--- src/hw/rtl/cfc_pkg.sv ---
// ----------------------------------------------------------------------------
// Command framer and classifier package
// Shared constants, the command name table, the frame and result records,
// and the table lookup used by the back end.
// ----------------------------------------------------------------------------
package cfc_pkg;

   // Default frame limit in bytes; a frame that reaches it without ';' is dropped.
   localparam int FRAME_LIMIT_DEFAULT = 128;

   // Number of entries in the command table.
   localparam int CMD_COUNT = 25;

   // Depth of the queue between the framer and the classifier (a power of two).
   localparam int QUEUE_DEPTH = 2;

   // Frame terminator character.
   localparam logic [7:0] TERMINATOR = 8'h3B;

   // Result status codes.
   localparam logic [1:0] STATUS_WRITE   = 2'd0;
   localparam logic [1:0] STATUS_READ    = 2'd1;
   localparam logic [1:0] STATUS_BAD_LEN = 2'd2;
   localparam logic [1:0] STATUS_UNKNOWN = 2'd3;

   // One table entry: two name letters, the write length and the read length.
   // A length of zero marks a form that the command does not have.
   typedef struct packed {
      logic [7:0] first;
      logic [7:0] second;
      logic [7:0] write_len;
      logic [7:0] query_len;
   } cmd_entry_type;

   localparam cmd_entry_type CMD_TABLE [CMD_COUNT] = '{
      '{"A", "G", 8'd7,  8'd4},
      '{"A", "I", 8'd4,  8'd3},
      '{"B", "D", 8'd3,  8'd0},
      '{"B", "U", 8'd3,  8'd0},
      '{"D", "B", 8'd7,  8'd3},
      '{"F", "A", 8'd14, 8'd3},
      '{"F", "B", 8'd14, 8'd3},
      '{"F", "R", 8'd4,  8'd3},
      '{"F", "T", 8'd4,  8'd3},
      '{"F", "W", 8'd7,  8'd7},
      '{"I", "D", 8'd0,  8'd3},
      '{"I", "F", 8'd0,  8'd3},
      '{"K", "S", 8'd4,  8'd3},
      '{"M", "D", 8'd4,  8'd3},
      '{"M", "G", 8'd6,  8'd3},
      '{"N", "R", 8'd4,  8'd3},
      '{"N", "T", 8'd4,  8'd3},
      '{"P", "C", 8'd6,  8'd3},
      '{"P", "D", 8'd0,  8'd3},
      '{"P", "S", 8'd4,  8'd3},
      '{"R", "X", 8'd3,  8'd0},
      '{"T", "X", 8'd3,  8'd0},
      '{"V", "X", 8'd4,  8'd3},
      '{"E", "D", 8'd0,  8'd3},
      '{"P", "R", 8'd0,  8'd3}
   };

   // A completed frame as handed from the framer to the classifier.
   // length holds the low eight bits of the frame length; length_wide is set
   // when the full length does not fit in eight bits.
   typedef struct packed {
      logic [7:0] name0;
      logic [7:0] name1;
      logic [7:0] length;
      logic       length_wide;
   } frame_type;

   // One result beat.
   typedef struct packed {
      logic [1:0] status;
      logic [4:0] command_index;
      logic [7:0] frame_length;
   } result_type;

   // Compare the frame name against every table entry in parallel and grade
   // the length. The write form wins when both lengths are equal.
   function automatic result_type classify(frame_type frame);
      result_type res;
      logic       hit;
      res.status        = STATUS_UNKNOWN;
      res.command_index = '0;
      res.frame_length  = frame.length;
      hit               = 1'b0;
      for (int i = 0; i < CMD_COUNT; i++) begin
         if (!hit && frame.name0 == CMD_TABLE[i].first &&
             frame.name1 == CMD_TABLE[i].second) begin
            hit               = 1'b1;
            res.command_index = 5'(i);
            if (!frame.length_wide && CMD_TABLE[i].write_len != 8'd0 &&
                frame.length == CMD_TABLE[i].write_len) begin
               res.status = STATUS_WRITE;
            end else if (!frame.length_wide && CMD_TABLE[i].query_len != 8'd0 &&
                         frame.length == CMD_TABLE[i].query_len) begin
               res.status = STATUS_READ;
            end else begin
               res.status = STATUS_BAD_LEN;
            end
         end
      end
      return res;
   endfunction

endpackage

--- src/hw/rtl/cfc_req_if.sv ---
// ----------------------------------------------------------------------------
// Command byte channel
// Valid/ready channel that carries one received character per beat.
// ----------------------------------------------------------------------------
interface cfc_req_if;

   logic       valid;
   logic       ready;
   logic [7:0] rx_byte;

   modport source (output valid, output rx_byte, input ready);
   modport sink   (input valid, input rx_byte, output ready);

endinterface

--- src/hw/rtl/cfc_rsp_if.sv ---
// ----------------------------------------------------------------------------
// Classification result channel
// Valid/ready channel that carries one classified frame per beat.
// ----------------------------------------------------------------------------
interface cfc_rsp_if;

   logic       valid;
   logic       ready;
   logic [1:0] status;
   logic [4:0] command_index;
   logic [7:0] frame_length;

   modport source (output valid, output status, output command_index,
                   output frame_length, input ready);
   modport sink   (input valid, input status, input command_index,
                   input frame_length, output ready);

endinterface

--- src/hw/rtl/cfc_framer.sv ---
// ----------------------------------------------------------------------------
// Command framer
// Counts the bytes of the current frame, keeps its first two characters and
// pushes a frame record into the queue when the terminator arrives. A frame
// that reaches the limit without a terminator is cleared silently.
// ----------------------------------------------------------------------------
module cfc_framer #(
   parameter int FRAME_LIMIT = cfc_pkg::FRAME_LIMIT_DEFAULT
) (
   input  logic              clock,
   input  logic              reset,
   cfc_req_if.sink           req_chan,
   input  logic              queue_full,
   output logic              push,
   output cfc_pkg::frame_type push_frame
);

   localparam int PW = $clog2(FRAME_LIMIT);
   localparam int LW = PW + 1;

   logic [PW-1:0] pos_ff;
   logic [PW-1:0] pos_in;
   logic [7:0]    name0_ff;
   logic [7:0]    name0_in;
   logic [7:0]    name1_ff;
   logic [7:0]    name1_in;

   logic          accept;
   logic          is_term;
   logic [LW-1:0] len_w;
   logic [7:0]    name0_cur;
   logic [7:0]    name1_cur;
   logic          clear;

   // A byte is taken whenever the queue has room for a possible frame record.
   assign req_chan.ready = !queue_full;
   assign accept         = req_chan.valid && req_chan.ready;
   assign is_term        = (req_chan.rx_byte == cfc_pkg::TERMINATOR);

   // Length of the frame including this byte.
   assign len_w = {1'b0, pos_ff} + LW'(1);

   // The first two bytes, including a terminator that lands there, form the name.
   assign name0_cur = (pos_ff == PW'(0)) ? req_chan.rx_byte : name0_ff;
   assign name1_cur = (pos_ff == PW'(1)) ? req_chan.rx_byte : name1_ff;

   // Frame record for the classifier.
   assign push                   = accept && is_term;
   assign push_frame.name0       = name0_cur;
   assign push_frame.name1       = name1_cur;
   assign push_frame.length      = 8'(len_w);
   assign push_frame.length_wide = (32'(len_w) > 32'd255);

   // The frame ends on a terminator or when it reaches the limit.
   assign clear = is_term || (len_w >= LW'(FRAME_LIMIT));

   always_comb begin
      pos_in   = pos_ff;
      name0_in = name0_ff;
      name1_in = name1_ff;
      if (accept) begin
         if (clear) begin
            pos_in   = '0;
            name0_in = '0;
            name1_in = '0;
         end else begin
            pos_in   = len_w[PW-1:0];
            name0_in = name0_cur;
            name1_in = name1_cur;
         end
      end
   end

   always_ff @(posedge clock) begin
      if (reset) begin
         pos_ff   <= '0;
         name0_ff <= '0;
         name1_ff <= '0;
      end else begin
         pos_ff   <= pos_in;
         name0_ff <= name0_in;
         name1_ff <= name1_in;
      end
   end

endmodule

--- src/hw/rtl/cfc_queue.sv ---
// ----------------------------------------------------------------------------
// Frame queue
// Short first-in first-out queue of frame records between the framer and
// the classifier, so that each side can stall on its own.
// ----------------------------------------------------------------------------
module cfc_queue (
   input  logic               clock,
   input  logic               reset,
   input  logic               push,
   input  cfc_pkg::frame_type push_frame,
   input  logic               pop,
   output logic               full,
   output logic               not_empty,
   output cfc_pkg::frame_type head
);

   localparam int DEPTH = cfc_pkg::QUEUE_DEPTH;
   localparam int AW    = (DEPTH > 1) ? $clog2(DEPTH) : 1;
   localparam int CW    = $clog2(DEPTH + 1);

   cfc_pkg::frame_type slot_ff [DEPTH];
   logic [AW-1:0]      wr_ptr_ff;
   logic [AW-1:0]      wr_ptr_in;
   logic [AW-1:0]      rd_ptr_ff;
   logic [AW-1:0]      rd_ptr_in;
   logic [CW-1:0]      count_ff;
   logic [CW-1:0]      count_in;

   assign full      = (count_ff == CW'(DEPTH));
   assign not_empty = (count_ff != '0);
   assign head      = slot_ff[rd_ptr_ff];

   // Pointer and occupancy updates; the depth is a power of two so the
   // pointers wrap on their own.
   always_comb begin
      wr_ptr_in = wr_ptr_ff;
      rd_ptr_in = rd_ptr_ff;
      count_in  = count_ff;
      if (push) begin
         wr_ptr_in = wr_ptr_ff + AW'(1);
      end
      if (pop) begin
         rd_ptr_in = rd_ptr_ff + AW'(1);
      end
      if (push && !pop) begin
         count_in = count_ff + CW'(1);
      end else if (pop && !push) begin
         count_in = count_ff - CW'(1);
      end
   end

   always_ff @(posedge clock) begin
      if (reset) begin
         wr_ptr_ff <= '0;
         rd_ptr_ff <= '0;
         count_ff  <= '0;
      end else begin
         wr_ptr_ff <= wr_ptr_in;
         rd_ptr_ff <= rd_ptr_in;
         count_ff  <= count_in;
      end
   end

   // Record storage.
   always_ff @(posedge clock) begin
      if (push) begin
         slot_ff[wr_ptr_ff] <= push_frame;
      end
   end

endmodule

--- src/hw/rtl/cfc_classifier.sv ---
// ----------------------------------------------------------------------------
// Command classifier
// Looks the queued frame name up in the command table, grades the length and
// holds the result in an output register until the receiver takes it.
// ----------------------------------------------------------------------------
module cfc_classifier (
   input  logic               clock,
   input  logic               reset,
   input  logic               head_valid,
   input  cfc_pkg::frame_type head,
   output logic               pop,
   cfc_rsp_if.source          rsp_chan
);

   logic                 out_valid_ff;
   logic                 out_valid_in;
   cfc_pkg::result_type  result_ff;
   cfc_pkg::result_type  result_in;

   // Take the next frame whenever the output register is free or draining.
   assign pop       = head_valid && (!out_valid_ff || rsp_chan.ready);
   assign result_in = cfc_pkg::classify(head);

   always_comb begin
      out_valid_in = out_valid_ff;
      if (pop) begin
         out_valid_in = 1'b1;
      end else if (rsp_chan.ready) begin
         out_valid_in = 1'b0;
      end
   end

   always_ff @(posedge clock) begin
      if (reset) begin
         out_valid_ff <= 1'b0;
      end else begin
         out_valid_ff <= out_valid_in;
      end
   end

   always_ff @(posedge clock) begin
      if (pop) begin
         result_ff <= result_in;
      end
   end

   // Result beat.
   assign rsp_chan.valid         = out_valid_ff;
   assign rsp_chan.status        = result_ff.status;
   assign rsp_chan.command_index = result_ff.command_index;
   assign rsp_chan.frame_length  = result_ff.frame_length;

endmodule

--- src/hw/rtl/cat_command_framer_classifier_top.sv ---
// ----------------------------------------------------------------------------
// Command framer and classifier, top level
// Frames a stream of two-letter, ';'-terminated control commands and reports
// for each frame whether it is a write form, a read form, a wrong length or
// an unknown name.
// ----------------------------------------------------------------------------
// Usage:
// req_chan carries one received character per beat. A beat is accepted when
// valid and ready are both high. Every byte that is not ';' only advances the
// frame; a ';' closes the frame and yields exactly one beat on rsp_chan with
// status, command_index and frame_length. A frame that reaches FRAME_LIMIT
// bytes without ';' is dropped with no result.
// Throughput is one byte per cycle while the frame queue is not full.
// After the ';' beat is accepted, the frame record is written into the frame
// queue, is classified as it leaves, and then sits in the output register,
// where the result beat turns valid on rsp_chan.
// When rsp_chan stalls, the output register holds its beat and the frame
// queue keeps up to two more records; req_chan.ready drops only while the
// queue is full. Reset clears the frame count, the name characters, the
// queue and the output valid; ready is high as soon as reset is released.
// ----------------------------------------------------------------------------
module cat_command_framer_classifier_top #(
   parameter int FRAME_LIMIT = cfc_pkg::FRAME_LIMIT_DEFAULT
) (
   input  logic        clock,
   input  logic        reset,
   cfc_req_if.sink     req_chan,
   cfc_rsp_if.source   rsp_chan
);

   logic               push;
   cfc_pkg::frame_type push_frame;
   logic               pop;
   logic               queue_full;
   logic               queue_not_empty;
   cfc_pkg::frame_type queue_head;

   // Front end: byte framing.
   cfc_framer #(
      .FRAME_LIMIT (FRAME_LIMIT)
   ) u_framer (
      .clock      (clock),
      .reset      (reset),
      .req_chan   (req_chan),
      .queue_full (queue_full),
      .push       (push),
      .push_frame (push_frame)
   );

   // Queue of completed frames.
   cfc_queue u_queue (
      .clock      (clock),
      .reset      (reset),
      .push       (push),
      .push_frame (push_frame),
      .pop        (pop),
      .full       (queue_full),
      .not_empty  (queue_not_empty),
      .head       (queue_head)
   );

   // Back end: table lookup and result register.
   cfc_classifier u_classifier (
      .clock      (clock),
      .reset      (reset),
      .head_valid (queue_not_empty),
      .head       (queue_head),
      .pop        (pop),
      .rsp_chan   (rsp_chan)
   );

`ifndef SYNTHESIS
   // An unknown name always reports index zero.
   a_unknown_index_zero: assert property (@(posedge clock) disable iff (reset)
      (rsp_chan.valid && rsp_chan.status == cfc_pkg::STATUS_UNKNOWN) |->
      (rsp_chan.command_index == 5'd0))
      else $error("unknown command reported with a nonzero index");

   // The input side only stalls while a result is waiting at the output.
   a_stall_implies_output: assert property (@(posedge clock) disable iff (reset)
      !req_chan.ready |-> rsp_chan.valid)
      else $error("input stalled with no result pending");

   // An accepted terminator beat is followed by a valid result beat at the output.
   a_term_reaches_output: assert property (@(posedge clock) disable iff (reset)
      (req_chan.valid && req_chan.ready && req_chan.rx_byte == cfc_pkg::TERMINATOR)
      |=> ##1 rsp_chan.valid)
      else $error("terminated frame did not reach the output");
`endif

endmodule
--- src/flat_wrapper.sv ---
// flat-port wrapper written by rule: the top's interface ports become plain ports
module cat_command_framer_classifier_top_flat 
#(
   parameter int FRAME_LIMIT = cfc_pkg::FRAME_LIMIT_DEFAULT
)
  (clock, reset, req_chan_valid, req_chan_rx_byte, req_chan_ready, rsp_chan_valid, rsp_chan_status, rsp_chan_command_index, rsp_chan_frame_length, rsp_chan_ready);
  cfc_req_if req_chan_i ();
  cfc_rsp_if rsp_chan_i ();
  input  logic clock;
  input  logic reset;
  input wire logic [$bits(req_chan_i.valid)-1:0] req_chan_valid;
  input wire logic [$bits(req_chan_i.rx_byte)-1:0] req_chan_rx_byte;
  output wire logic [$bits(req_chan_i.ready)-1:0] req_chan_ready;
  output wire logic [$bits(rsp_chan_i.valid)-1:0] rsp_chan_valid;
  output wire logic [$bits(rsp_chan_i.status)-1:0] rsp_chan_status;
  output wire logic [$bits(rsp_chan_i.command_index)-1:0] rsp_chan_command_index;
  output wire logic [$bits(rsp_chan_i.frame_length)-1:0] rsp_chan_frame_length;
  input wire logic [$bits(rsp_chan_i.ready)-1:0] rsp_chan_ready;
  assign req_chan_i.valid = req_chan_valid;
  assign req_chan_i.rx_byte = req_chan_rx_byte;
  assign req_chan_ready = req_chan_i.ready;
  assign rsp_chan_valid = rsp_chan_i.valid;
  assign rsp_chan_status = rsp_chan_i.status;
  assign rsp_chan_command_index = rsp_chan_i.command_index;
  assign rsp_chan_frame_length = rsp_chan_i.frame_length;
  assign rsp_chan_i.ready = rsp_chan_ready;
  cat_command_framer_classifier_top #(.FRAME_LIMIT(FRAME_LIMIT)) u_core (.clock(clock), .reset(reset), .req_chan(req_chan_i), .rsp_chan(rsp_chan_i));
endmodule
--- config.mk ---
export PLATFORM = sky130hd
export DESIGN_NAME = cat_command_framer_classifier_top_flat
export DESIGN_NICKNAME = d
export VERILOG_FILES = /design/src/hw/rtl/cfc_pkg.sv /design/src/hw/rtl/cfc_req_if.sv /design/src/hw/rtl/cfc_rsp_if.sv /design/src/hw/rtl/cfc_framer.sv /design/src/hw/rtl/cfc_queue.sv /design/src/hw/rtl/cfc_classifier.sv /design/src/hw/rtl/cat_command_framer_classifier_top.sv /design/src/flat_wrapper.sv
export SDC_FILE = /design/constraint.sdc
export NUM_CORES = 1
export LEC_CHECK = 0
export BUFFER_PORTS_ARGS = -buffer_cell sky130_fd_sc_hd__buf_2
export CAP_MARGIN = 20
export CORE_MARGIN = 3
export CORE_UTILIZATION = 57
export CTS_CLUSTER_SIZE = 10
export DETAILED_ROUTE_END_ITERATION = 8
export GPL_ROUTABILITY_DRIVEN = 0
export PLACE_DENSITY_LB_ADDON = 0.08
export SLEW_MARGIN = 5
export SYNTH_ARGS = -nofsm -noshare
export SYNTH_HDL_FRONTEND = slang
export SYNTH_SLANG_ARGS = --single-unit
--- constraint.sdc ---
create_clock -name clock -period 5.45 [get_ports clock]
set_clock_uncertainty 0.1 [all_clocks]
set_input_delay 0.2725 -clock clock [delete_from_list [all_inputs] [get_ports clock]]
set_output_delay 0.2725 -clock clock [all_outputs]
set_load 0.02 [all_outputs]
# Word level (Yosys, flattened, before mapping)
# Memories as Yosys holds them, arrays and structs flattened. A register that Yosys moved wholly into a read port is not among the register bits.
# Index checks and enable logic that the tools add are counted.
# word_totals
ramBits	48
reg_bits	43
elab_cells	218
inputBits	12
memories	1
output_inout_bits	17
# op_classes
muxes	71
addsub	5
n_reduce_logical	95
n_eq_ne	34
order_cmp	1
# memory_table
memory	depth	word_bits	rd	rd_clocked_by_memory_dff	wr	line_no	rtl
u_core.u_queue.slot_ff	2	24	1	1	1	cfc_queue.sv:21	cfc_pkg::frame_type slot_ff [DEPTH];
# op_table
cell	count
8-bit by 7-bit equality test with 1-bit output (second input constant)	26
7-bit 2-to-1 mux	26
1-bit logical AND	59
8-bit 2-to-1 mux	4
1-bit 2-to-1 mux	30
1-bit zero test	28
8-bit by 3-bit equality test with 1-bit output (second input constant)	3
2-bit 2-to-1 mux	11
9-bit OR reduction	1
7-bit by 1-bit adder with 8-bit output (second input constant)	1
8-bit by 2-bit equality test with 1-bit output (second input constant)	1
8-bit by 4-bit equality test with 1-bit output (second input constant)	1
8-bit by 6-bit equality test with 1-bit output (second input constant)	1
8-bit greater-or-equal comparator (second input constant)	1
7-bit by 1-bit equality test with 1-bit output (second input constant)	1
7-bit zero test	1
2-bit nonzero test	3
1-bit adder (second input constant)	2
2-bit by 1-bit adder with 2-bit output (second input constant)	1
2-bit equality test (second input constant)	1
1-bit logical OR	2
2-bit by 1-bit subtractor with 2-bit output (second input constant)	1
1-bit zero test (first input constant)	1

# Depth between registers and ports, before layout
# Gate-level depths: netlist (run 1).
# logic_depth
word_depth	99
depth_mapped	12
mapped_depth_nobuf	7

# By module
# Synthesis (run 1) repeated with hierarchy kept, for this count alone.
# hier_totals
hier_cells	490
hier_area_um2	5071.1
# by_module_without_submodules
mod	instances	cells_per_inst	seq_area_each_um2	area_per_inst_um2
cfc_queue	1	100	1601.5	2013.2
cfc_classifier	1	175	470.5	1544.0
cfc_framer	1	215	460.4	1514.0

# Worst setup path before layout (run 1)
# No wires, ideal clock.
# synth_path
kind	reg-to-reg
start	register u_core.u_queue.count_ff[0]
end	memory u_core.u_queue.slot_ff[0][0] (netlist bit), enable pin
synth_period_minus_slack_ps	4000
required_ps	4884
setup_slack_ps	1450
stages_incl_launch_ff	5
setup_time_ps	466
arrival_time_ps	3434
path_buffers	1
path_cell_list	dfxtp_1 > nand2b_1 > nand2_1 > clkbuf_1 > nor4_1
# synth_between
elab_chain_len	6
# synth_rtl
element	line_no	rtl
start: declaration	cfc_queue.sv:26	logic [CW-1:0] count_ff;
start signal: assignment	cfc_queue.sv:60	count_ff <= count_in;
2-bit equality test	cfc_queue.sv:29	assign full = (count_ff == CW'(DEPTH));
1-bit zero test	cfc_framer.sv:36	assign req_chan.ready = !queue_full;
named net req_chan_ready	flat_wrapper.sv:13	output wire logic [$bits(req_chan_i.ready)-1:0] req_chan_ready;
1-bit logical AND	cfc_framer.sv:37	assign accept = req_chan.valid && req_chan.ready;
1-bit logical AND	cfc_framer.sv:48	assign push = accept && is_term;
1-bit 2-to-1 mux	cfc_queue.sv:66	if (push) begin
1-bit 2-to-1 mux (not written as such)	cfc_queue.sv:67	slot_ff[wr_ptr_ff] <= push_frame;
end: declaration	cfc_queue.sv:21	
# The timed path passes the listed nets, and every way through them passes these cells.

==> key figures, run 1 <==
Synth
  • Synthesized netlist cell count: between 400 and 500
  • Synth Cell Area: 4630 sq um
  • Async SR Flop Fraction: 0%
  • Yosys reg bits: ~90
  • Simple-gate share of the synthesized area: between 10% and 20%
  • Synth unique cells: 68
  • Post-Synth Adder-Cell Area: between 1 and 1.5%
  • Post-Synth XOR/XNOR Area: about 2.6%
  • Compound-cell area share of the yosys netlist: 15.1%
  • Sequential area share after synthesis: between 50% and 60%
  • EDFF count, synth: 63
  • Main synth FF type: edfxtp_1
  • Net Count, Synth: around 420
  • Post-synthesis mux area share: under 10%
  • Largest family of logic cells by synthesized area: simple AND/OR/NAND/NOR gates
  • Ys Warns: 0
  • Syn avg cell area: around 11 sq um

Route
  • DRC viols: 0
  • Top layer reached by signal wires: met4
  • Vias per cell: ~6.4
  • DR pass1 iterations: 5
  • Wire length per cell: about 18 um
  • Final WL: ~10000 um
  • Metal3 WL: ~610 um
  • Initial DRC Count: about 290
  • WL met1: between 4000 and 5000 um
  • Antenna Violating Nets Remaining: 0
  • Vias after detailed routing: roughly 3500
  • Met2 wire length: about 4400 um

GRT
  • Global-route wire length before repair: approximately 16000 um
  • Largest net degree at the start of global routing: 53
  • Initial antenna violation count: 0
  • Global Route Usage Sum: a little under a quarter
  • Vias in the first global route: roughly 3300
  • Total grt overflow: 0

STA
  • Final Worst Setup Slack: approximately 2100 ps
  • Slew Limit Headroom: roughly 43%
  • Period utilization: between 60% and 70%
  • Final Hold Viols: 0
  • Final Slew Violations: 0
  • RSZ-0062 raised after global routing: no
  • Setup-failing EPs final: 0
  • Fin crit period: ~3400 ps
  • Total Neg Setup Slack: 0 ps
  • Fmax: about 300 MHz
  • Tightest Pin Transition: 842 ps

Hold path
  • Worst Hold Class: in2reg
  • WHS Endpoint: u_core.u_classifier.rsp_chan.valid
  • WHS Path Cells: 3
  • Hold Startpoint: rsp_chan_ready

Floorplanning
  • Chip width: roughly 96 um
  • I/O Pins: 29
  • Rows: 32
  • Core area: between 7000 and 8000 sq um
  • Die height: between 90 and 100 um
  • Total Die Area: a little over 9000 sq um
  • Effective utilization at floorplan: 59.3%

Finish
  • Layout cell share with drive strength beyond 1: between 20% and 30%
  • Commonest non-fill, non-tap cell in the layout: edfxtp_1
  • Most frequent cells in the layout: edfxtp_1, nor2_1, dfxtp_1
  • Layout Nets: between 400 and 500
  • Diode count: 0
  • Area Overhead vs Synth: 10.1%
  • Fillers: a little over 600

Setup path
  • Startpoint Class: register
  • CP peak stage delay: roughly 670 ps
  • R2r setup slk: 2070 ps
  • Critical path peak fanout: 52
  • Reg-to-reg critical path endpoint: u_core.u_classifier.rsp_chan.status[1]
  • Cell Chain, Critical Path: buf_4 -> nor4bb_1 -> o221ai_1 -> nor4_1 -> a2111oi_0 -> o2111ai_1 -> a221oi_1 -> a21o_2
  • WP buf/inv: 1
  • CP top delay family: simple AND/OR/NAND/NOR gates
  • Reg2Reg Depth: 8
  • Worst EP required: 5460 ps
  • Worst EP arrival: around 3400 ps
  • Worst setup EP type: register
  • Crit path kind: reg2reg
  • Slowest-stage cell, CP: nor4_1

Clocking
  • Setup Buffers After CTS: 0
  • H-tree lvl count: 3
  • CTS sink count: slightly above 90
  • Clk_lat worst skew: between 300 and 400 ps
  • Hold buffers post-CTS: 0
  • Cts bufs inserted: 9
  • Clock transition at the registers of the reported paths: approximately 100 ps
  • Clock Path Buffers: 2
  • CTS resizes: 0
  • CTS tree: done
  • Root buf cell: clkbuf_8

Power and ir drop
  • PwrDens: around 350 nW/um^2
  • Leakage power: about 1.9 nW
  • IR drop worst, VDD: between 0.15 and 0.2 mV

Place
  • Pre-CTS setup slack: about 2200 ps
  • DP HPWL: 7030 um
  • PortBufs: 28

Status
  • Status: finished clean

Flow run
  • Max_cap viols: 0
[worst max path at each step]
| stage | startpoint | endpoint | slack [ps] | cells past startpoint |
|---|---|---|---|---|
| after global routing | register | u_core.u_classifier.rsp_chan.status[1] | 1670 | 8 |
| after detailed placement | register | u_core.u_classifier.rsp_chan.status[1] | 2190 | 8 |
| after floorplan | u_core.u_queue.count_ff[0] | u_core.u_queue.slot_ff[0][0] | 1450 | 4 |
| final | register | u_core.u_classifier.rsp_chan.status[1] | 2070 | 8 |
| after global placement | register | u_core.u_classifier.rsp_chan.status[1] | 2240 | 8 |
| after CTS | register | u_core.u_classifier.rsp_chan.status[1] | 2160 | 8 |
[worst min-delay path, delay by kind of cell]
kind	cells	cell delay [ps]
compound gates	1	60
simple gates	1	100
buf+inv	1	70
[flip-flops by register name (all words and copies together), names as in the netlist, named ones only]
signal	count
u_core.u_queue.wr_ptr_ff	1
u_core.u_classifier.rsp_chan.valid	1
u_core.u_classifier.rsp_chan.status	2
u_core.u_queue.rd_ptr_ff	1
u_core.u_framer.name0_ff	8
u_core.u_framer.pos_ff	7
u_core.u_classifier.rsp_chan.command_index	5
u_core.u_classifier.rsp_chan.frame_length	8
u_core.u_queue.slot_ff	48
u_core.u_framer.name1_ff	8
u_core.u_queue.count_ff	2
[layer usage]
layer,global-route usage (%),up-vias
met3,4.85,34
li1,-,1643
met1,31.4,1624
met2,35.1,152
met5,0,-
met4,8.77,0
[where the power goes]
part	switching, W	total [W]	internal (W)
Combinational	0.000295	0.000457	0.000162
Sequential	0.0000254	0.000861	0.000836
Clock	0.000254	0.000479	0.000225
[layout make-up]
type                            count  area (sq um)  share of cell area, %
Sequential cell                    92          2470                   48.5
Inverter                            8          30.0                  0.589
Timing Repair Buffer               32           190                   3.73
Multi-Input combinational cell    291          2060                   40.4
Tap cell                          102           128                   2.50
Clock inverter                      7          92.6                   1.82
Clock buffer                        9           124                   2.43
[cells in the mapped netlist, types with 4 or more instances]
library cell	number	area share, %
nor4_1	8	1.1
dfxtp_1	29	13
edfxtp_1	63	41
mux2_2	26	6.3
a21oi_1	11	1.2
buf_2	4	0.43
a22oi_1	19	3.1
and3_1	4	0.54
xor2_1	11	2.1
a21o_1	4	0.65
a31oi_1	5	0.68
inv_1	8	0.65
mux2i_1	6	1.3
clkbuf_1	8	0.65
nand2_1	13	1.1
ha_1	4	1.1
o21ai_0	13	1.4
nor2_1	52	4.2
o221ai_1	7	1.3
nor3_1	12	1.3
nor3b_1	11	1.8
nand3_1	6	0.65
and3b_1	7	1.3
[metrics by stage]
step                utilization (%)  hold slack, ps  total power (W)  cells  instance area (sq um)
floorplan                         -             368          0.00123    406                   4630
global placement               62.2             383          0.00132    524                   4850
detailed placement             62.2             389          0.00133    524                   4850
CTS                            65.0            80.1          0.00181    540                   5070
global route                   65.3            94.0          0.00190    541                   5100
finish                         65.3            97.1          0.00180    541                   5100
[kinds of logic after synthesis]
kind of cell | count (synthesis)
muxes | 32
DFF | 92
buffers and inverters | 23
and+or+nand+nor | 145
xor gates and xnor gates | 14
AOI/OAI and AO/OA | 96
adders and majority gates | 4
No activity file was read; power rests on OpenSTA's default activity.
==> run 2, diff against run 1 <==
--- a/config.mk
+++ b/config.mk
@@ -5,6 +5,7 @@
 export SDC_FILE = /design/constraint.sdc
 export NUM_CORES = 1
 export LEC_CHECK = 0
+export ABC_AREA = 1
 export BUFFER_PORTS_ARGS = -buffer_cell sky130_fd_sc_hd__buf_2
 export CAP_MARGIN = 20
 export CORE_MARGIN = 3
==> constraint.sdc (replaced) <==
create_clock -name clock -period 3.5 [get_ports clock]
set_clock_uncertainty 0.1 [all_clocks]
set_input_delay 0.175 -clock clock [delete_from_list [all_inputs] [get_ports clock]]
set_output_delay 0.175 -clock clock [all_outputs]
set_load 0.02 [all_outputs]
==> key figures, run 2 <==
Synth
  • Ys Warns: 0
  • Synth unique cells: ~40
  • Dominant cells by area after synthesis: edfxtp_1, nand2_1, dfxtp_1, inv_1, nor2_1
  • Share of Yosys cell area claimed by the top area cell type: about two fifths
  • Async SR Flop Fraction: 0%
  • Synthesized netlist cell count: roughly 560
  • Main synth FF type: edfxtp_1
  • Net Count, Synth: about 570
  • Top post-synthesis cells by count: nand2_1, edfxtp_1, inv_1
  • Synth Cell Area: ~4600 sq um
  • Sequential area share after synthesis: about 53%
  • EDFF count, synth: 63
  • Yosys top cell by area: edfxtp_1
  • Most common cell in the netlist: nand2_1
  • Yosys reg bits: 92
  • Syn avg cell area: 8.28 sq um

Power and ir drop
  • Clock power frac: approximately 23%
  • Pwr Total: around 0.0031 W
  • Net Sw Frac: 38.3%
  • Logic pwr share: between 30% and 40%
  • Cell Int Power: 0.00189 W
  • Leakage power: 2.12 nW
  • NetSw: approximately 0.0012 W
  • Flop pwr share: 45.4%
  • PwrDens: approximately 600 nW/um^2
  • IR drop worst, VDD: 0.540 mV

Finish
  • Register area: about 2500 sq um
  • Most frequent cells in the layout: nand2_1, edfxtp_1, inv_1
  • Multi-input logic area: 1810 sq um
  • Number of flip-flops in the largest register: 48
  • Final Non-Filler Cells: between 600 and 700
  • Top reg by flops: u_core.u_queue.slot_ff
  • Diode count: 0
  • Layout cell share with drive strength beyond 1: 15.3%
  • Fillers: 660
  • Area Overhead vs Synth: 9.88%
  • Commonest non-fill, non-tap cell in the layout: nand2_1
  • Layout Nets: a little over 600

Floorplanning
  • I/O Pins: 29
  • Die height: around 96 um
  • Chip width: a little under 100 um
  • Rows: 32
  • Total Die Area: 9230 sq um
  • Core area: between 7000 and 8000 sq um
  • Effective utilization at floorplan: approximately 60%

Clocking
  • Clock transition at the registers of the reported paths: roughly 100 ps
  • Root buf cell: clkbuf_8
  • Hold buffers post-CTS: 1
  • CTS resizes: 0
  • Cts bufs inserted: 9
  • Setup Buffers After CTS: 0
  • CTS tree: done
  • Clk_lat worst skew: 370 ps
  • Clock Path Buffers: 2
  • H-tree lvl count: 3
  • CTS sink count: 92

Place
  • DP HPWL: ~6800 um
  • Pre-CTS setup slack: 775 ps
  • Cells after DPL: 680
  • PortBufs: 28

STA
  • Tightest Pin Transition: slightly below 600 ps
  • Slew Limit Headroom: around 60%
  • Final Slew Violations: 0
  • RSZ-0062 raised after global routing: no
  • Fmax: ~350 MHz
  • Hold WS: between 100 and 150 ps
  • Final Hold Viols: 0
  • Period utilization: 80.5%
  • Total Neg Setup Slack: 0 ps
  • Final Worst Setup Slack: around 680 ps
  • Fin crit period: between 2000 and 3000 ps
  • Setup-failing EPs final: 0

Setup path
  • Worst setup EP type: register
  • Critical path peak fanout: 23
  • Crit path kind: reg2reg
  • Reg2Reg Depth: 12
  • Worst EP required: about 3500 ps
  • Startpoint Class: register
  • Worst EP arrival: roughly 2800 ps
  • R2r setup slk: approximately 680 ps
  • Reg-to-reg critical path endpoint: u_core.u_classifier.rsp_chan.command_index[1]

Hold path
  • Worst Hold Class: in2reg
  • WHS Endpoint: u_core.u_queue.count_ff[0]
  • WHS Path Cells: 2
  • Hold Startpoint: reset

Route
  • Final WL: 9170 um
  • Antenna Violating Nets Remaining: 0
  • Initial DRC Count: 174
  • Vias per cell: around 5.3
  • DRC viols: 0
  • Vias after detailed routing: approximately 3700
  • DR pass1 iterations: 5
  • Wire length per cell: roughly 13 um

Flow run
  • Max_cap viols: 0

Status
  • Status: finished clean

GRT
  • Vias in the first global route: 3365
  • Total grt overflow: 0
  • Global-route wire length before repair: approximately 15000 um
  • Global Route Usage Sum: between 20% and 30%
  • Largest net degree at the start of global routing: 26
  • Initial antenna violation count: 0
-- run 2: critical path, stage by stage (launching register included) --
cell and delay (ps):
dfxtp_1 330, buf_4 220, or2_2 320, o21ai_1 130
nand2_2 160, nor2_1 180, nand3_1 140, nand4_1 140
nor2_1 60, and3_1 160, nand2_1 110, nand4_1 80
or4_1 410
-- run 2: cell families after synthesis --
family	synth area share [%]
fa+ha+maj	1.08
simple gates	27.5
buf+inv	7.50
xor+xnor	1.14
compound gates	9.31
flops	53.5
-- run 2: area by class of cell --
| type | instances | area share, % |
|---|---|---|
| timing repair buffer | 35 | 3.84 |
| tap | 102 | 2.51 |
| inverter | 72 | 5.32 |
| clock inverter | 7 | 1.53 |
| multi-input combinational | 380 | 35.7 |
| sequential | 92 | 48.7 |
| clock buffer | 9 | 2.44 |
-- run 2: per-stage QoR --
step           util [%]  area, sq um
6_report           65.0         5080
5_1_grt            65.0         5080
4_1_cts            65.0         5080
3_5_place_dp       62.3         4870
3_3_place_gp       62.3         4870
2_1_floorplan         -         4620
-- run 2: routing by layer --
layer	vias to the layer above	GRT usage (%)	wire, um
met5	-	0	0
met4	0	9.12	276
met3	24	4.46	497
met2	114	33.4	4300
met1	1660	29.5	4090
li1	1897	-	-
-- run 2: worst max-delay path by stage --
stage	start	end	slack (ps)	cells past startpoint
final	register	u_core.u_classifier.rsp_chan.command_index[1]	680	12
after global routing	register	u_core.u_classifier.rsp_chan.command_index[1]	430	14
after CTS	register	u_core.u_classifier.rsp_chan.command_index[1]	740	12
after detailed placement	register	u_core.u_classifier.rsp_chan.command_index[1]	770	12
after global placement	register	u_core.u_classifier.rsp_chan.command_index[1]	800	12
after floorplan	u_core.u_queue.count_ff[0]	u_core.u_queue.slot_ff[0][0]	990	6
-- run 2: power by group through the flow --
stage / clock (W) / combinational (W) / sequential, W
final: 0.000692 / 0.000978 / 0.00139
after global routing: 0.000760 / 0.00111 / 0.00141
after CTS: 0.000715 / 0.000981 / 0.00139
after detailed placement: 0 / 0.000978 / 0.00142
after global placement: 0 / 0.000956 / 0.00141
after floorplan: 0 / 0.000644 / 0.00152
==> run 3, diff against run 2 <==
--- a/config.mk
+++ b/config.mk
@@ -9,7 +9,7 @@
 export BUFFER_PORTS_ARGS = -buffer_cell sky130_fd_sc_hd__buf_2
 export CAP_MARGIN = 20
 export CORE_MARGIN = 3
-export CORE_UTILIZATION = 57
+export CORE_UTILIZATION = 55
 export CTS_CLUSTER_SIZE = 10
 export DETAILED_ROUTE_END_ITERATION = 8
 export GPL_ROUTABILITY_DRIVEN = 0
==> constraint.sdc (replaced) <==
create_clock -name clock -period 2.5 [get_ports clock]
set_clock_uncertainty 0.1 [all_clocks]
set_input_delay 0.125 -clock clock [delete_from_list [all_inputs] [get_ports clock]]
set_output_delay 0.125 -clock clock [all_outputs]
set_load 0.02 [all_outputs]
==> key figures, run 3 (synthesis gave the netlist of run 2 again) <==
Status
  • Status: finished with violations
  • Failing checks: setup timing

Setup path
  • Crit path kind: reg2reg
  • End of the critical path: u_core.u_classifier.rsp_chan.status[0]
  • Reg2Reg Depth: 20
  • Worst setup EP type: register
  • Worst EP arrival: between 2000 and 3000 ps
  • CP peak stage delay: ~400 ps
  • Cell Chain, Critical Path: inv_6 -> clkbuf_16 -> nor2_4 -> nand2_2 -> nand2_2 -> nand2_4 -> a21oi_2 -> inv_2 -> nor3_4 -> nand4_1 -> o21ai_1 -> inv_2 -> nor2_4 -> nor2_2 -> nand4_1 -> nand2_1 -> nand2_1 -> nand2_1 -> nand4_1 -> nand2_1
  • R2r setup slk: -80 ps
  • Worst EP required: roughly 2500 ps
  • Critical path peak fanout: 7
  • Reg-to-reg critical path endpoint: u_core.u_classifier.rsp_chan.status[0]
  • Startpoint Class: register
  • CP most frequent cell: nand2_1
  • Slowest-stage cell, CP: dfxtp_4

Power and ir drop
  • Logic pwr share: a little under two fifths
  • Cell Int Power: 0.00289 W
  • Leakage power: 2.42 nW
  • IR drop worst, VDD: between 0.5 and 0.6 mV
  • Clock power frac: between 20 and 25%
  • PwrDens: 830 nW/um^2
  • NetSw: 0.00186 W
  • Net Sw Frac: 39.1%
  • Flop pwr share: between 40 and 50%

Floorplanning
  • Die height: slightly below 100 um
  • I/O Pins: 29
  • Total Die Area: 9540 sq um
  • Core area: ~7900 sq um
  • Effective utilization at floorplan: approximately three fifths
  • Chip width: 97.7 um
  • Rows: 32

Flow run
  • Max_cap viols: 0

GRT
  • Largest net degree at the start of global routing: 25
  • Gr busiest metal: met2
  • Met2 Use GR: between 30% and 40%
  • Global Route Usage Sum: 21.5%
  • GR Util met1: 26.9%
  • Initial antenna violation count: 0
  • Global-route wire length before repair: around 17000 um
  • Vias in the first global route: around 3800
  • Total grt overflow: 0
  • Met3 usage in global routing: ~3.3%

Clocking
  • Cts bufs inserted: 9
  • CTS tree: done
  • H-tree lvl count: 3
  • Clock transition at the registers of the reported paths: about 100 ps
  • Clock Path Buffers: 2
  • Clk_lat worst skew: approximately 370 ps
  • Root buf cell: clkbuf_8
  • CTS sink count: 92

STA
  • Final Worst Setup Slack: -77.9 ps
  • RSZ-0062 raised after global routing: yes
  • Fin crit period: 2580 ps
  • Hold WS: between 100 and 150 ps
  • Final Slew Violations: 0
  • Fmax: 388 MHz
  • Tightest Pin Transition: 421 ps
  • Final Hold Viols: 0
  • Period utilization: 103%
  • Slew Limit Headroom: about 72%
  • Setup-failing EPs final: 2

Finish
  • Final Non-Filler Cells: 745
  • Diode count: 0
  • Most frequent cells in the layout: nand2_1, edfxtp_1, inv_1
  • Commonest non-fill, non-tap cell in the layout: nand2_1
  • Top reg by flops: u_core.u_queue.slot_ff
  • Area Overhead vs Synth: 23.7%
  • Number of flip-flops in the largest register: 48
  • Layout Nets: approximately 650
  • Layout cell share with drive strength beyond 1: roughly 28%

Place
  • Pre-CTS setup slack: -172 ps
  • PortBufs: 28
  • DP HPWL: 7340 um
  • Cells after DPL: around 720

Hold path
  • Worst Hold Class: in2reg
  • WHS Path Cells: 5

Route
  • DR pass1 iterations: 5
  • DRC viols: 0
  • Vias per cell: ~5.4
  • Vias after detailed routing: 4000
  • Wire length per cell: 14.1 um
  • Final WL: 10500 um
  • Antenna Violating Nets Remaining: 0
  • Initial DRC Count: 206
run 3: cell count changes in the layout (fill, tap and decap cells not counted), sizes merged:
cell	previous run	this run
clkbuf	9	10
dlygate4sd3	1	2
inv	72	74
clkinvlp	1	3
clkinv	6	2
buf	34	80
run 3: how the worst min path moves through the flow:
stage | start | end | slack (ps)
after global placement | rsp_chan_ready | u_core.u_classifier.rsp_chan.valid | 340
after detailed placement | u_core.u_queue.rd_ptr_ff | register | 350
final | req_chan_valid | u_core.u_queue.wr_ptr_ff | 150
after floorplan | rsp_chan_ready | u_core.u_classifier.rsp_chan.valid | 230
after global routing | req_chan_rx_byte[5] | u_core.u_queue.slot_ff[1][21] | 180
after CTS | req_chan_valid | u_core.u_queue.wr_ptr_ff | 140
run 3: cell type report:
class	count	area, sq um
clock buffers	9	124
clock inverters	7	70.1
fillers	593	2210
inverters	72	275
multi-input cells	380	2050
flip-flops and latches	92	2480
well taps	102	128
repair buffers	83	596
run 3: worst max-delay path, delay by kind of cell (launching register included):
family,cells,cell delay [ps]
compound gates,2,250
buf+inv,4,360
flops,1,410
simple gates,14,1240
run 3: stage by stage:
step                      area (sq um)  utilization [%]  setup TNS [ps]  total power [W]
final                             5720             72.1           -85.1          0.00474
after global routing              5720             72.1            -868          0.00502
after CTS                         5410             68.3               0          0.00449
after detailed placement          5160             65.2            -423          0.00351
after global placement            5160             65.2            -138          0.00347
after floorplan                   4620                -            -642          0.00303
run 3: timing repair:
action | 4_1_cts | 5_1_grt
setup endpoints to repair | 4 | 4
resized for setup | 10 | 59
hold endpoints to repair | 8 | 0
gates cloned | 0 | 1
pin swaps | 0 | 21
setup buffers | 0 | 8
hold buffers | 2 | 0
run 3: power groups by stage:
stage	logic, W	clock network (W)	registers (W)
2_1_floorplan	0.000902	0	0.00212
3_3_place_gp	0.00148	0	0.00199
3_5_place_dp	0.00152	0	0.00199
4_1_cts	0.00154	0.000989	0.00196
5_1_grt	0.00197	0.00106	0.00199
6_report	0.00180	0.000972	0.00197
run 3: per-layer routing:
layer	vias to the layer above	wire (um)
met5	-	0
met1	1844	4520
met3	31	429
met4	0	337
met2	136	5250
li1	1989	-
